## src/sv/drpc_pkg.sv

```systemverilog
package drpc_pkg;

	localparam int DIGITS = 11;
	localparam int BIN_W  = 37;
	localparam int BCD_W  = 4 * DIGITS;
	localparam int DIG_W  = 4;
	localparam int LEN_W  = 4;
	localparam int TAG_W  = 16;
	localparam int CNT_W  = $clog2(BIN_W);

	function automatic longint unsigned pow10(input int n);
		longint unsigned v;
		v = 1;
		for (int i = 0; i < n; i++) begin
			v = v * 10;
		end
		return v;
	endfunction

	// largest value with DIGITS decimal digits
	localparam logic [BIN_W-1:0] LIMIT = BIN_W'(pow10(DIGITS) - 1);
	localparam logic [DIG_W-1:0] DIGIT_NINE = 4'd9;
	localparam logic [DIG_W-1:0] DIGIT_ZERO = 4'd0;
	localparam logic [BCD_W-1:0] ALL_NINES = {DIGITS{DIGIT_NINE}};

	typedef struct packed {
		logic [BIN_W-1:0] stem_value;
		logic [LEN_W-1:0] stem_length;
		logic             has_digit_run;
		logic [DIG_W-1:0] run_first_digit;
		logic [DIG_W-1:0] run_last_digit;
		logic [TAG_W-1:0] tag_out;
		logic             range_error;
		logic             end_of_cover;
	} item_t;

	// add 3 to every BCD digit of 5 or more ahead of the next shift
	function automatic logic [BCD_W-1:0] dabble_adjust(input logic [BCD_W-1:0] b);
		logic [BCD_W-1:0] r;
		r = b;
		for (int k = 0; k < DIGITS; k++) begin
			if (b[4*k +: 4] >= 4'd5) begin
				r[4*k +: 4] = b[4*k +: 4] + 4'd3;
			end
		end
		return r;
	endfunction

	// append one decimal digit to a stem
	function automatic logic [BIN_W-1:0] append_digit(input logic [BIN_W-1:0] s,
			input logic [DIG_W-1:0] dg);
		return (s << 3) + (s << 1) + BIN_W'(dg);
	endfunction

endpackage

```

## src/sv/drpc_in_if.sv

```systemverilog
interface drpc_in_if;
	logic                          valid;
	logic                          ready;
	logic [drpc_pkg::BIN_W-1:0]    range_low;
	logic [drpc_pkg::BIN_W-1:0]    range_high;
	logic [drpc_pkg::TAG_W-1:0]    operator_tag;

	modport source (output valid, output range_low, output range_high,
		output operator_tag, input ready);
	modport sink (input valid, input range_low, input range_high,
		input operator_tag, output ready);
endinterface

```

## src/sv/drpc_out_if.sv

```systemverilog
interface drpc_out_if;
	logic                          valid;
	logic                          ready;
	logic [drpc_pkg::BIN_W-1:0]    stem_value;
	logic [drpc_pkg::LEN_W-1:0]    stem_length;
	logic                          has_digit_run;
	logic [drpc_pkg::DIG_W-1:0]    run_first_digit;
	logic [drpc_pkg::DIG_W-1:0]    run_last_digit;
	logic [drpc_pkg::TAG_W-1:0]    tag_out;
	logic                          range_error;
	logic                          end_of_cover;

	modport source (output valid, output stem_value, output stem_length,
		output has_digit_run, output run_first_digit, output run_last_digit,
		output tag_out, output range_error, output end_of_cover, input ready);
	modport sink (input valid, input stem_value, input stem_length,
		input has_digit_run, input run_first_digit, input run_last_digit,
		input tag_out, input range_error, input end_of_cover, output ready);
endinterface

```

## src/sv/decimal_range_to_prefix_cover.sv

```systemverilog
// Decimal range to prefix cover.
// item_in carries an inclusive range (range_low..range_high) of DIGITS-digit
// decimal numbers plus an operator tag; item_out returns the decimal prefixes
// that cover the range exactly, one item per prefix run, low-end walk first,
// then the middle run, then the high-end walk, with end_of_cover set on the
// last item of each range. A reversed range (low above high, after clamping
// both ends to 10^DIGITS-1) yields a single item with range_error set.
// Timing: one input item at a time. After acceptance the block checks the
// range, converts both ends to BCD one bit per cycle (shift-and-add-3), then
// scans the common stem and walks the low end digit by digit, emits the
// middle run and walks the high end. The error item of a reversed range
// comes straight from the range check, with no conversion.
// item_in.ready rises again as soon as the last result sits in the output
// register, so the next range may be accepted while that result still waits.
// A stalled receiver (item_out.ready low) halts the walk at the next step that
// produces an item: the output register holds its item until taken. Reset (arst_n low) empties it and returns to idle.
module decimal_range_to_prefix_cover (
	input  logic           clk,
	input  logic           arst_n,
	drpc_in_if.sink        item_in,
	drpc_out_if.source     item_out
);

	localparam logic [2:0] ST_IDLE  = 3'd0;
	localparam logic [2:0] ST_CHECK = 3'd1;
	localparam logic [2:0] ST_CONV  = 3'd2;
	localparam logic [2:0] ST_SCAN  = 3'd3;
	localparam logic [2:0] ST_UP    = 3'd4;
	localparam logic [2:0] ST_MID   = 3'd5;
	localparam logic [2:0] ST_DOWN  = 3'd6;

	localparam int BIN_W = drpc_pkg::BIN_W;
	localparam int BCD_W = drpc_pkg::BCD_W;
	localparam int DIG_W = drpc_pkg::DIG_W;
	localparam int LEN_W = drpc_pkg::LEN_W;
	localparam int CNT_W = drpc_pkg::CNT_W;

	// control
	logic [2:0]            state_q;
	logic                  out_valid_q;

	// payload
	logic [BIN_W-1:0]      lo_q;        // clamped low end, then binary shifter
	logic [BIN_W-1:0]      hi_q;
	logic [drpc_pkg::TAG_W-1:0] tag_q;
	logic [CNT_W-1:0]      cnt_q;       // conversion bit counter
	logic [BCD_W-1:0]      bcdlo_q;     // low end digits, top digit is current
	logic [BCD_W-1:0]      bcdhi_q;
	logic [BIN_W-1:0]      stem_q;      // common stem
	logic [LEN_W-1:0]      len_q;       // common stem length
	logic [BIN_W-1:0]      walk_q;      // stem along the current walk
	logic [LEN_W-1:0]      pos_q;       // digit position along the walk
	logic [DIG_W-1:0]      mid_lo_q;    // low digit at the first difference
	drpc_pkg::item_t       out_q;

	logic                  accept;
	logic                  slot_free;
	logic                  emit;
	logic                  go;
	drpc_pkg::item_t       item;

	logic [DIG_W-1:0]      lo_top;
	logic [DIG_W-1:0]      hi_top;
	logic [BCD_W-1:0]      lo_rest;
	logic [BCD_W-1:0]      hi_rest;
	logic [DIG_W-1:0]      lo_next;
	logic [DIG_W-1:0]      hi_next;
	logic [DIG_W-1:0]      walk_digit;
	logic [BIN_W-1:0]      walk_next;
	logic [BIN_W-1:0]      stem_next;
	logic [BCD_W-1:0]      adj_lo;
	logic [BCD_W-1:0]      adj_hi;
	logic                  mid_nonempty;

	assign accept    = item_in.valid && item_in.ready;
	assign slot_free = !out_valid_q || item_out.ready;
	assign item_in.ready = (state_q == ST_IDLE);

	// digit views: lows refill with 0s, highs with 9s, so a finished tail
	// reads as all 0s / all 9s
	assign lo_top  = bcdlo_q[BCD_W-1 -: DIG_W];
	assign hi_top  = bcdhi_q[BCD_W-1 -: DIG_W];
	assign lo_rest = {bcdlo_q[BCD_W-DIG_W-1:0], drpc_pkg::DIGIT_ZERO};
	assign hi_rest = {bcdhi_q[BCD_W-DIG_W-1:0], drpc_pkg::DIGIT_NINE};
	assign lo_next = lo_rest[BCD_W-1 -: DIG_W];
	assign hi_next = hi_rest[BCD_W-1 -: DIG_W];

	assign walk_digit = (state_q == ST_DOWN) ? hi_top : lo_top;
	assign walk_next  = drpc_pkg::append_digit(walk_q, walk_digit);
	assign stem_next  = drpc_pkg::append_digit(stem_q, lo_top);

	assign adj_lo = drpc_pkg::dabble_adjust(bcdlo_q);
	assign adj_hi = drpc_pkg::dabble_adjust(bcdhi_q);

	assign mid_nonempty = ({1'b0, mid_lo_q} + 5'd2) <= {1'b0, hi_top};

	// build the item the current step produces, if any
	always_comb begin
		emit = 1'b0;
		item = '0;
		item.tag_out = tag_q;
		unique case (state_q)
			ST_CHECK: begin
				if (lo_q > hi_q) begin
					emit = 1'b1;
					item.range_error  = 1'b1;
					item.end_of_cover = 1'b1;
				end
			end
			ST_SCAN: begin
				if (lo_top != hi_top && bcdlo_q == '0 && bcdhi_q == drpc_pkg::ALL_NINES) begin
					emit = 1'b1;
					item.stem_value   = stem_q;
					item.stem_length  = len_q;
					item.end_of_cover = 1'b1;
				end
			end
			ST_UP: begin
				item.stem_value  = walk_next;
				item.stem_length = pos_q + LEN_W'(1);
				if (lo_rest == '0) begin
					emit = 1'b1;
				end else if (lo_next != drpc_pkg::DIGIT_NINE) begin
					emit = 1'b1;
					item.has_digit_run   = 1'b1;
					item.run_first_digit = lo_next + DIG_W'(1);
					item.run_last_digit  = drpc_pkg::DIGIT_NINE;
				end
			end
			ST_MID: begin
				if (mid_nonempty) begin
					emit = 1'b1;
					item.stem_value      = stem_q;
					item.stem_length     = len_q;
					item.has_digit_run   = 1'b1;
					item.run_first_digit = mid_lo_q + DIG_W'(1);
					item.run_last_digit  = hi_top - DIG_W'(1);
				end
			end
			ST_DOWN: begin
				item.stem_value  = walk_next;
				item.stem_length = pos_q + LEN_W'(1);
				if (hi_rest == drpc_pkg::ALL_NINES) begin
					emit = 1'b1;
					item.end_of_cover = 1'b1;
				end else if (hi_next != drpc_pkg::DIGIT_ZERO) begin
					emit = 1'b1;
					item.has_digit_run   = 1'b1;
					item.run_first_digit = drpc_pkg::DIGIT_ZERO;
					item.run_last_digit  = hi_next - DIG_W'(1);
				end
			end
			default: begin
			end
		endcase
	end

	// a step that produces an item waits for a free output slot
	assign go = !emit || slot_free;

	// sequencer and output valid
	always_ff @(posedge clk or negedge arst_n) begin
		if (!arst_n) begin
			state_q     <= ST_IDLE;
			out_valid_q <= 1'b0;
		end else begin
			if (emit && slot_free) begin
				out_valid_q <= 1'b1;
			end else if (item_out.ready) begin
				out_valid_q <= 1'b0;
			end
			unique case (state_q)
				ST_IDLE: begin
					if (accept) begin
						state_q <= ST_CHECK;
					end
				end
				ST_CHECK: begin
					if (emit) begin
						if (go) begin
							state_q <= ST_IDLE;
						end
					end else begin
						state_q <= ST_CONV;
					end
				end
				ST_CONV: begin
					if (cnt_q == CNT_W'(BIN_W - 1)) begin
						state_q <= ST_SCAN;
					end
				end
				ST_SCAN: begin
					if (lo_top != hi_top) begin
						if (emit) begin
							if (go) begin
								state_q <= ST_IDLE;
							end
						end else begin
							state_q <= ST_UP;
						end
					end
				end
				ST_UP: begin
					if (go && lo_rest == '0) begin
						state_q <= ST_MID;
					end
				end
				ST_MID: begin
					if (go) begin
						state_q <= ST_DOWN;
					end
				end
				ST_DOWN: begin
					if (go && hi_rest == drpc_pkg::ALL_NINES) begin
						state_q <= ST_IDLE;
					end
				end
				default: begin
					state_q <= ST_IDLE;
				end
			endcase
		end
	end

	// datapath
	always_ff @(posedge clk) begin
		if (emit && slot_free) begin
			out_q <= item;
		end
		unique case (state_q)
			ST_IDLE: begin
				if (accept) begin
					// clamp each end to the largest DIGITS-digit number
					lo_q  <= (item_in.range_low  > drpc_pkg::LIMIT) ? drpc_pkg::LIMIT
						: item_in.range_low;
					hi_q  <= (item_in.range_high > drpc_pkg::LIMIT) ? drpc_pkg::LIMIT
						: item_in.range_high;
					tag_q <= item_in.operator_tag;
				end
			end
			ST_CHECK: begin
				cnt_q   <= '0;
				bcdlo_q <= '0;
				bcdhi_q <= '0;
			end
			ST_CONV: begin
				// shift one binary bit into the BCD digits
				bcdlo_q <= {adj_lo[BCD_W-2:0], lo_q[BIN_W-1]};
				bcdhi_q <= {adj_hi[BCD_W-2:0], hi_q[BIN_W-1]};
				lo_q    <= {lo_q[BIN_W-2:0], 1'b0};
				hi_q    <= {hi_q[BIN_W-2:0], 1'b0};
				cnt_q   <= cnt_q + CNT_W'(1);
				stem_q  <= '0;
				len_q   <= '0;
			end
			ST_SCAN: begin
				if (lo_top == hi_top) begin
					// extend the common stem by one digit
					stem_q  <= stem_next;
					len_q   <= len_q + LEN_W'(1);
					bcdlo_q <= lo_rest;
					bcdhi_q <= hi_rest;
				end else begin
					mid_lo_q <= lo_top;
					walk_q   <= stem_q;
					pos_q    <= len_q;
				end
			end
			ST_UP: begin
				if (go) begin
					walk_q  <= walk_next;
					pos_q   <= pos_q + LEN_W'(1);
					bcdlo_q <= lo_rest;
				end
			end
			ST_MID: begin
				if (go) begin
					walk_q <= stem_q;
					pos_q  <= len_q;
				end
			end
			ST_DOWN: begin
				if (go) begin
					walk_q  <= walk_next;
					pos_q   <= pos_q + LEN_W'(1);
					bcdhi_q <= hi_rest;
				end
			end
			default: begin
			end
		endcase
	end

	assign item_out.valid           = out_valid_q;
	assign item_out.stem_value      = out_q.stem_value;
	assign item_out.stem_length     = out_q.stem_length;
	assign item_out.has_digit_run   = out_q.has_digit_run;
	assign item_out.run_first_digit = out_q.run_first_digit;
	assign item_out.run_last_digit  = out_q.run_last_digit;
	assign item_out.tag_out         = out_q.tag_out;
	assign item_out.range_error     = out_q.range_error;
	assign item_out.end_of_cover    = out_q.end_of_cover;

endmodule

```

## src/flat_wrapper.sv

```systemverilog
// flat-port wrapper written by rule: the top's interface ports become plain ports
module decimal_range_to_prefix_cover_flat 
  (clk, arst_n, item_in_valid, item_in_range_low, item_in_range_high, item_in_operator_tag, item_in_ready, item_out_valid, item_out_stem_value, item_out_stem_length, item_out_has_digit_run, item_out_run_first_digit, item_out_run_last_digit, item_out_tag_out, item_out_range_error, item_out_end_of_cover, item_out_ready);
  drpc_in_if item_in_i ();
  drpc_out_if item_out_i ();
  input  logic clk;
  input  logic arst_n;
  input wire logic [$bits(item_in_i.valid)-1:0] item_in_valid;
  input wire logic [$bits(item_in_i.range_low)-1:0] item_in_range_low;
  input wire logic [$bits(item_in_i.range_high)-1:0] item_in_range_high;
  input wire logic [$bits(item_in_i.operator_tag)-1:0] item_in_operator_tag;
  output wire logic [$bits(item_in_i.ready)-1:0] item_in_ready;
  output wire logic [$bits(item_out_i.valid)-1:0] item_out_valid;
  output wire logic [$bits(item_out_i.stem_value)-1:0] item_out_stem_value;
  output wire logic [$bits(item_out_i.stem_length)-1:0] item_out_stem_length;
  output wire logic [$bits(item_out_i.has_digit_run)-1:0] item_out_has_digit_run;
  output wire logic [$bits(item_out_i.run_first_digit)-1:0] item_out_run_first_digit;
  output wire logic [$bits(item_out_i.run_last_digit)-1:0] item_out_run_last_digit;
  output wire logic [$bits(item_out_i.tag_out)-1:0] item_out_tag_out;
  output wire logic [$bits(item_out_i.range_error)-1:0] item_out_range_error;
  output wire logic [$bits(item_out_i.end_of_cover)-1:0] item_out_end_of_cover;
  input wire logic [$bits(item_out_i.ready)-1:0] item_out_ready;
  assign item_in_i.valid = item_in_valid;
  assign item_in_i.range_low = item_in_range_low;
  assign item_in_i.range_high = item_in_range_high;
  assign item_in_i.operator_tag = item_in_operator_tag;
  assign item_in_ready = item_in_i.ready;
  assign item_out_valid = item_out_i.valid;
  assign item_out_stem_value = item_out_i.stem_value;
  assign item_out_stem_length = item_out_i.stem_length;
  assign item_out_has_digit_run = item_out_i.has_digit_run;
  assign item_out_run_first_digit = item_out_i.run_first_digit;
  assign item_out_run_last_digit = item_out_i.run_last_digit;
  assign item_out_tag_out = item_out_i.tag_out;
  assign item_out_range_error = item_out_i.range_error;
  assign item_out_end_of_cover = item_out_i.end_of_cover;
  assign item_out_i.ready = item_out_ready;
  decimal_range_to_prefix_cover u_core (.clk(clk), .arst_n(arst_n), .item_in(item_in_i), .item_out(item_out_i));
endmodule
```

## config.mk

```make
export PLATFORM = sky130hd
export DESIGN_NAME = decimal_range_to_prefix_cover_flat
export DESIGN_NICKNAME = d
export VERILOG_FILES = /design/src/sv/drpc_pkg.sv /design/src/sv/drpc_in_if.sv /design/src/sv/drpc_out_if.sv /design/src/sv/decimal_range_to_prefix_cover.sv /design/src/flat_wrapper.sv
export SDC_FILE = /design/constraint.sdc
export NUM_CORES = 1
export LEC_CHECK = 0
export BUFFER_PORTS_ARGS = -buffer_cell sky130_fd_sc_hd__buf_4
export CAP_MARGIN = 10
export CELL_PAD_IN_SITES_DETAIL_PLACEMENT = 0
export CELL_PAD_IN_SITES_GLOBAL_PLACEMENT = 2
export CORE_MARGIN = 3
export CORE_UTILIZATION = 40
export DETAILED_ROUTE_END_ITERATION = 8
export PLACE_DENSITY_LB_ADDON = 0.1
export SLEW_MARGIN = 20
export SYNTH_ARGS = -nofsm -noshare
export SYNTH_HDL_FRONTEND = slang
export SYNTH_SLANG_ARGS = --single-unit
export TNS_END_PERCENT = 100
```

## constraint.sdc

```tcl
create_clock -name clk -period 12.64 [get_ports clk]
set_input_delay 2.528 -clock clk [delete_from_list [all_inputs] [get_ports clk]]
set_output_delay 2.528 -clock clk [all_outputs]
set_load 0.01 [all_outputs]
```

==> impl_metrics.yaml, run 1 <==
timing:
  rsz0062_at_grt: "no"
  finalSetupTns_ps: 0
  setup_violations: 0
  period_minus_slack_ps: 5200
  maxSlewViolCount: 0
  tightest_slew_ps: 1070
  fin_crit_sh_pct: 41.2
  finalClockSkew_ps: 11.6
  layout_setup_ws_ps: 7440
  slew_headroom_pct: 28.9
  finalHoldViolations: 0
  clock.fmax_ghz: 0.192
cells_and_area:
  multi_input_area_sq_um: 11000
  seq_area_sq_um: 10200
  area_growth_pct: 16.0
  drive_gt1_share_pct: 12.9
  final_nets: 2576
  fillCellCount: 4968
  final_util_pct: 47.5
clock_tree:
  holdBufCountCts: 0
  htreeDepth: 2
  clk_path_buf_depth: 3
  post_cts_buffers: 0
  numCtsBuffers: 43
  cts_resized: 0
  cts_sinks: 341
  clk_latency_ps: 570
  cts_root_buf: "clkbuf_16"
  clk_pin_slew_ps: 60
  cts_tree: "yes"
logic_synthesis:
  ys_types: 76
  ys.flop_type: "edfxtp_1"
  synth_fp_nets: 2428
  yosysMostFrequentCell: "edfxtp_1"
  synth_seq_cells: 341
  syn_avg_cell_area_sq_um: 10.4
  synth_cells: 2092
  yosysWarnings: 0
  synth_top_area_share_pct: 46.4
  synth_top_area_cell: "edfxtp_1"
  syn_area_sq_um: 21800
  yosysSeqAreaShare_pct: 46.9
  synth_area_leaders: "edfxtp_1 46%, ha_1 14%, nand2_1 4.9%, a21oi_1 3.2%, o21ai_0 3.0%"
  postSynth.asyncResetShare_pct: 1.17
  synth_common_cells: "337 x edfxtp_1, 283 x nand2_1, 238 x ha_1"
  synth_edf_count: 337
job:
  maxCapViolations: 0
detailed_routing:
  antenna_left: 0
  wl_per_cell_um: 18.9
  drt-vias-per-instance: 5.48
  drt_wl_total_um: 55900
  drt_iter0_markers: 723
  drcViolationCount: 0
  via_count: 16251
  firstDrtPassIters: 5
grt:
  grt_pass1_vias: 16596
  grt_max_degree: 75
  grt_pass1_wl_um: 89400
  antenna_found_initial: 2
  grtUsageTotal_pct: 19.4
  grt_overflow: 0
worst_hold_path:
  hold_depth: 0
  hp-class: "reg -> reg"
floorplan:
  num_rows: 84
  pin_count: 164
  die_area_sq_um: 57300
  die_width_um: 239
  core_sq_um: 53300
  initial_core_util_pct: 40.9
  die_h_um: 239
setup_path:
  worstPathMaxFanout: 19
  endpoint_kind: "flop"
  arrival_ps: 5490
  cp-start-kind: "flop"
  crit_required_ps: 12920
  reg2reg_depth: 14
  path_class: "reg -> reg"
outcome:
  status: "completed"
place:
  gp_congestion: 0.836
  place_ws_ps: 7360
  portBuffers: 163
  dp_hpwl_um: 39800
## routing by layer
metal / track usage, % / wire length, um / share of wire [%] / up-vias
li1: - / - / - / 8071
met1: 25.3 / 25500 / 46 / 7797
met2: 33.4 / 26700 / 48 / 302
met3: 3.30 / 2390 / 4.3 / 81
met4: 5.50 / 1320 / 2.4 / 0
met5: 0 / 0 / 0 / -
## logic make-up after synthesis
family                     share of synthesized area, %
adders and majority gates                          14.0
xor gates and xnor gates                           4.10
muxes                                             0.723
DFF                                                46.9
and+or+nand+nor                                    14.7
AOI/OAI and AO/OA                                  16.5
buffers and inverters                              3.09
## final cells by class
class,instances,area share [%]
antenna,2,0.0198
clock buffer,50,4.56
clock inverter,30,1.41
inverter,102,1.51
multi-input combinational,1575,43.4
sequential,341,40.4
tap,688,3.40
timing repair buffer,177,5.33
## metrics by stage
| stage | hold WS [ps] | std cells | area (sq um) |
|---|---|---|---|
| 6_report | 416 | 2965 | 25300 |
| 5_1_grt | 422 | 2963 | 25300 |
| 4_1_cts | 418 | 2962 | 25300 |
| 3_5_place_dp | 405 | 2882 | 23800 |
| 3_3_place_gp | 401 | 2882 | 23800 |
| 2_1_floorplan | 400 | 2092 | 21800 |
## critical path: stages (launching register included)
cell and delay [ps]:
dfrtp_1 750, nand2_1 200, nor2_1 480, mux2_2 430, fa_1 510, inv_1 60
fa_1 440, nand2b_1 200, a21oi_1 290, nor3_1 90, o21ai_1 390, a41oi_1 280
o21ai_1 360, a41o_1 310, o31ai_1 100
## registers in the layout, indices dropped and copies added (netlist names), 6 cells and up
signal and flops:
u_core.bcdhi_q 44, u_core.bcdlo_q 44, u_core.hi_q 37, u_core.item_out.stem_value 37, u_core.lo_q 37, u_core.stem_q 37, u_core.walk_q 36, u_core.item_out.tag_out 16
u_core.tag_q 16, u_core.cnt_q 6
## layout by cell type (no fill, tap or decap), types with 59 or more instances in the layout
cell	n
nand2_1	281
buf_4	176
o21ai_0	132
ha_1	238
a21oi_1	138
inv_1	102
edfxtp_1	337
a21o_1	61
xnor2_1	59
nor2_1	123
## final timing paths
kind / slack [ps] / end / start
min in group asynchronous: 1750 / u_core.state_q[0] / arst_n
hold / removal: 420 / u_core.item_out.tag_out[3] / u_core.tag_q[3]
setup reg to reg: 7440 / u_core.item_out.stem_value[34] / u_core.state_q[1]
hold reg to reg: 420 / u_core.item_out.tag_out[3] / u_core.tag_q[3]
max in group asynchronous: 10780 / u_core.state_q[1] / arst_n
setup / recovery: 7440 / u_core.item_out.stem_value[34] / u_core.state_q[1]
Power of run 1 is not shown: default switching activity piles up to over one toggle a cycle in this logic, so the estimate is an artifact.
==> inputs of run 2 (changes only) <==
--- a/config.mk
+++ b/config.mk
@@ -5,12 +5,13 @@
 export SDC_FILE = /design/constraint.sdc
 export NUM_CORES = 1
 export LEC_CHECK = 0
+export ABC_AREA = 1
 export BUFFER_PORTS_ARGS = -buffer_cell sky130_fd_sc_hd__buf_4
 export CAP_MARGIN = 10
 export CELL_PAD_IN_SITES_DETAIL_PLACEMENT = 0
 export CELL_PAD_IN_SITES_GLOBAL_PLACEMENT = 2
 export CORE_MARGIN = 3
-export CORE_UTILIZATION = 40
+export CORE_UTILIZATION = 34
 export DETAILED_ROUTE_END_ITERATION = 8
 export PLACE_DENSITY_LB_ADDON = 0.1
 export SLEW_MARGIN = 20
==> constraint.sdc (replaced) <==
create_clock -name clk -period 4.55 [get_ports clk]
set_input_delay 0.91 -clock clk [delete_from_list [all_inputs] [get_ports clk]]
set_output_delay 0.91 -clock clk [all_outputs]
set_load 0.01 [all_outputs]
==> run 2 against run 1 <==
Compared with the run above:
- largest cell class unchanged
- worst hold slack worse by 300 ps
- critical path type unchanged
- synthesized cell count is 27% higher
- sequential share of layout area is 1.8 points lower
- critical endpoint is now u_core.walk_q[34]
==> impl_metrics.yaml, run 2 <==
cells_and_area:
  drive_gt1_share_pct: 10.8
  fillCellCount: 6762
  final_nets: 3163
  final_cell_mix: "467 x nand2_1, 425 x inv_1, 337 x edfxtp_1"
  area_growth_pct: 16.2
  fin_area_sq_um: 26500
  final_common_cell: "nand2_1"
  reg_top3: "u_core.bcdhi_q: 44 flops, u_core.bcdlo_q: 44 flops"
  final_util_pct: 40.1
detailed_routing:
  via_count: 18719
  m1WireLength_um: 30600
  drt-vias-per-instance: 5.03
  firstDrtPassIters: 5
  dr_wl_met2_um: 34800
  highest_layer: "met5"
  drt_wl_total_um: 70000
  wl_met3_um: 2420
  drt_iter0_markers: 1096
  drcViolationCount: 0
  antenna_left: 0
  wl_per_cell_um: 18.8
floorplan:
  core_sq_um: 66100
  die_width_um: 265
  die_area_sq_um: 70200
  die_h_um: 265
  num_rows: 94
  pin_count: 164
  initial_core_util_pct: 34.5
grt:
  grt_pass1_wl_um: 109000
  grt_pass1_vias: 18965
  antenna_found_initial: 2
  grt_max_degree: 76
  grt_overflow: 0
  grtUsageTotal_pct: 19.7
logic_synthesis:
  synth_seq_cells: 341
  postSynth.asyncResetShare_pct: 1.17
  synth_common_cells: "470 x nand2_1, 426 x inv_1, 337 x edfxtp_1"
  ys.flop_type: "edfxtp_1"
  syn_area_sq_um: 22800
  synth_edf_count: 337
  yosysWarnings: 0
  synth_top_area_share_pct: 44.4
  synth_cells: 2653
  yosysSeqAreaShare_pct: 44.8
  syn_avg_cell_area_sq_um: 8.59
  synth_top_area_cell: "edfxtp_1"
  yosysMostFrequentCell: "nand2_1"
  ys_types: 43
  synth_area_leaders: "edfxtp_1 44%, ha_1 13%, nand2_1 7.7%, inv_1 7.0%, o21ai_0 5.9%"
  synth_fp_nets: 2989
clock_tree:
  cts_sinks: 341
  clk_path_buf_depth: 3
  post_cts_buffers: 0
  cts_root_buf: "clkbuf_16"
  clk_latency_ps: 580
  clk_pin_slew_ps: 60
  cts_tree: "yes"
  cts_resized: 0
  numCtsBuffers: 45
  htreeDepth: 2
  holdBufCountCts: 0
place:
  gp_congestion: 0.868
  postPlaceCellArea_sq_um: 25100
  place_ws_ps: 623
  portBuffers: 163
  dp_hpwl_um: 53100
timing:
  finalHoldViolations: 0
  fin_crit_sh_pct: 87.8
  finalSetupTns_ps: 0
  clock.fmax_ghz: 0.250
  layout_setup_ws_ps: 556
  slew_headroom_pct: 33.3
  period_minus_slack_ps: 3990
  setup_violations: 0
  rsz0062_at_grt: "no"
  finalClockSkew_ps: 17.0
  maxSlewViolCount: 0
  tightest_slew_ps: 1000
setup_path:
  crit_required_ps: 4850
  cp-start-kind: "flop"
  endpoint_kind: "flop"
  worstPathMaxFanout: 11
  worstReg2RegStart: "u_core.state_q[2]"
  startpoint: "u_core.state_q[2]"
  reg2reg_depth: 23
  path_class: "reg -> reg"
  arrival_ps: 4290
power_and_ir_drop:
  power_switching_mw: 8.58
  clkPwrFrac_pct: 18.1
  powerDensity_nw_per_um2: 716
  cellInternalPower_mw: 10.4
  p_sw_share_pct: 45.3
  p_leak_nw: 11.8
  seq_power_share_pct: 31.2
  peakVddDrop_v: 0.000303
  combPwrFrac_pct: 50.7
  finalPower_mw: 19.0
outcome:
  status: "completed"
job:
  maxCapViolations: 0
worst_hold_path:
  hp-class: "in -> async"
run 2: cell types whose count changed in the layout (fill, tap and decap cells not counted), moves of 63 or more:
cell | before | now
nor2_1 | 123 | 231
nand2_1 | 281 | 467
o21ai_0 | 132 | 269
inv_1 | 102 | 425
o22ai_1 | 9 | 95
nand3_1 | 30 | 93
run 2: worst max-delay path, cell delays in order (launching register included):
cell and delay [ps]:
dfrtp_1 490, inv_2 110, nor2_4 100, inv_2 50
nor2_4 110, buf_4 200, nand2_1 60, o21ai_0 100
ha_1 180, ha_1 190, inv_1 90, fa_1 420
inv_1 140, nand3_1 90, nand2_1 100, a21boi_0 120
nor2_1 120, nor2_1 80, o21ai_0 460, nand3b_1 170
nand2_1 90, nand2_1 50, nand3_1 70, o21ai_0 90
run 2: cell type report:
| type | instances | area [sq um] | share of cell area (%) |
|---|---|---|---|
| Sequential cell | 341 | 10200 | 38.6 |
| Timing Repair Buffer | 184 | 1390 | 5.26 |
| Clock inverter | 17 | 154 | 0.581 |
| Multi-Input combinational cell | 1824 | 10800 | 40.7 |
| Tap cell | 864 | 1080 | 4.08 |
| Clock buffer | 62 | 1230 | 4.64 |
| Antenna cell | 1 | 2.50 | 0.00945 |
| Inverter | 431 | 1620 | 6.11 |
run 2: cell families (layout without fill, tap and decap cells):
family          Yosys count  in the layout  share of synthesized area (%)
other cells               0              1                              0
xor+xnor                 33             33                           1.27
fa+ha+maj               242            242                           13.4
flops                   341            341                           44.8
compound gates          650            650                           16.0
buf+inv                 488            694                           8.07
simple gates            899            899                           16.4
run 2: worst paths after layout:
kind,slack [ps],end
setup / recovery,560,u_core.walk_q[34]
hold / removal,120,u_core.item_out.valid
setup reg to reg,560,u_core.walk_q[34]
hold reg to reg,420,u_core.item_out.tag_out[4]
max in group asynchronous,4320,u_core.state_q[0]
min in group clk,420,u_core.item_out.tag_out[4]
run 2: metrics by stage:
step,hold WS (ps),std cells
after floorplan,400,2653
after global placement,400,3644
after detailed placement,405,3644
after CTS,75.4,3723
after global routing,95.9,3723
final,118,3724
run 2: power by group through the flow:
stage	sequential [mW]	combinational, mW	clock, mW
2_1_floorplan	5.84	6.24	0
3_3_place_gp	6.00	9.65	0
3_5_place_dp	5.99	9.67	0
4_1_cts	5.94	9.73	3.55
5_1_grt	6.04	10.9	3.66
6_report	5.92	9.61	3.43
run 2: layer usage:
metal,vias to the layer above,global-route usage (%)
li1,9492,-
met3,95,2.59
met2,297,35.1
met1,8833,24.9
met5,-,0
met4,2,6.21
Note: power is estimated with default switching activity, not from simulation.
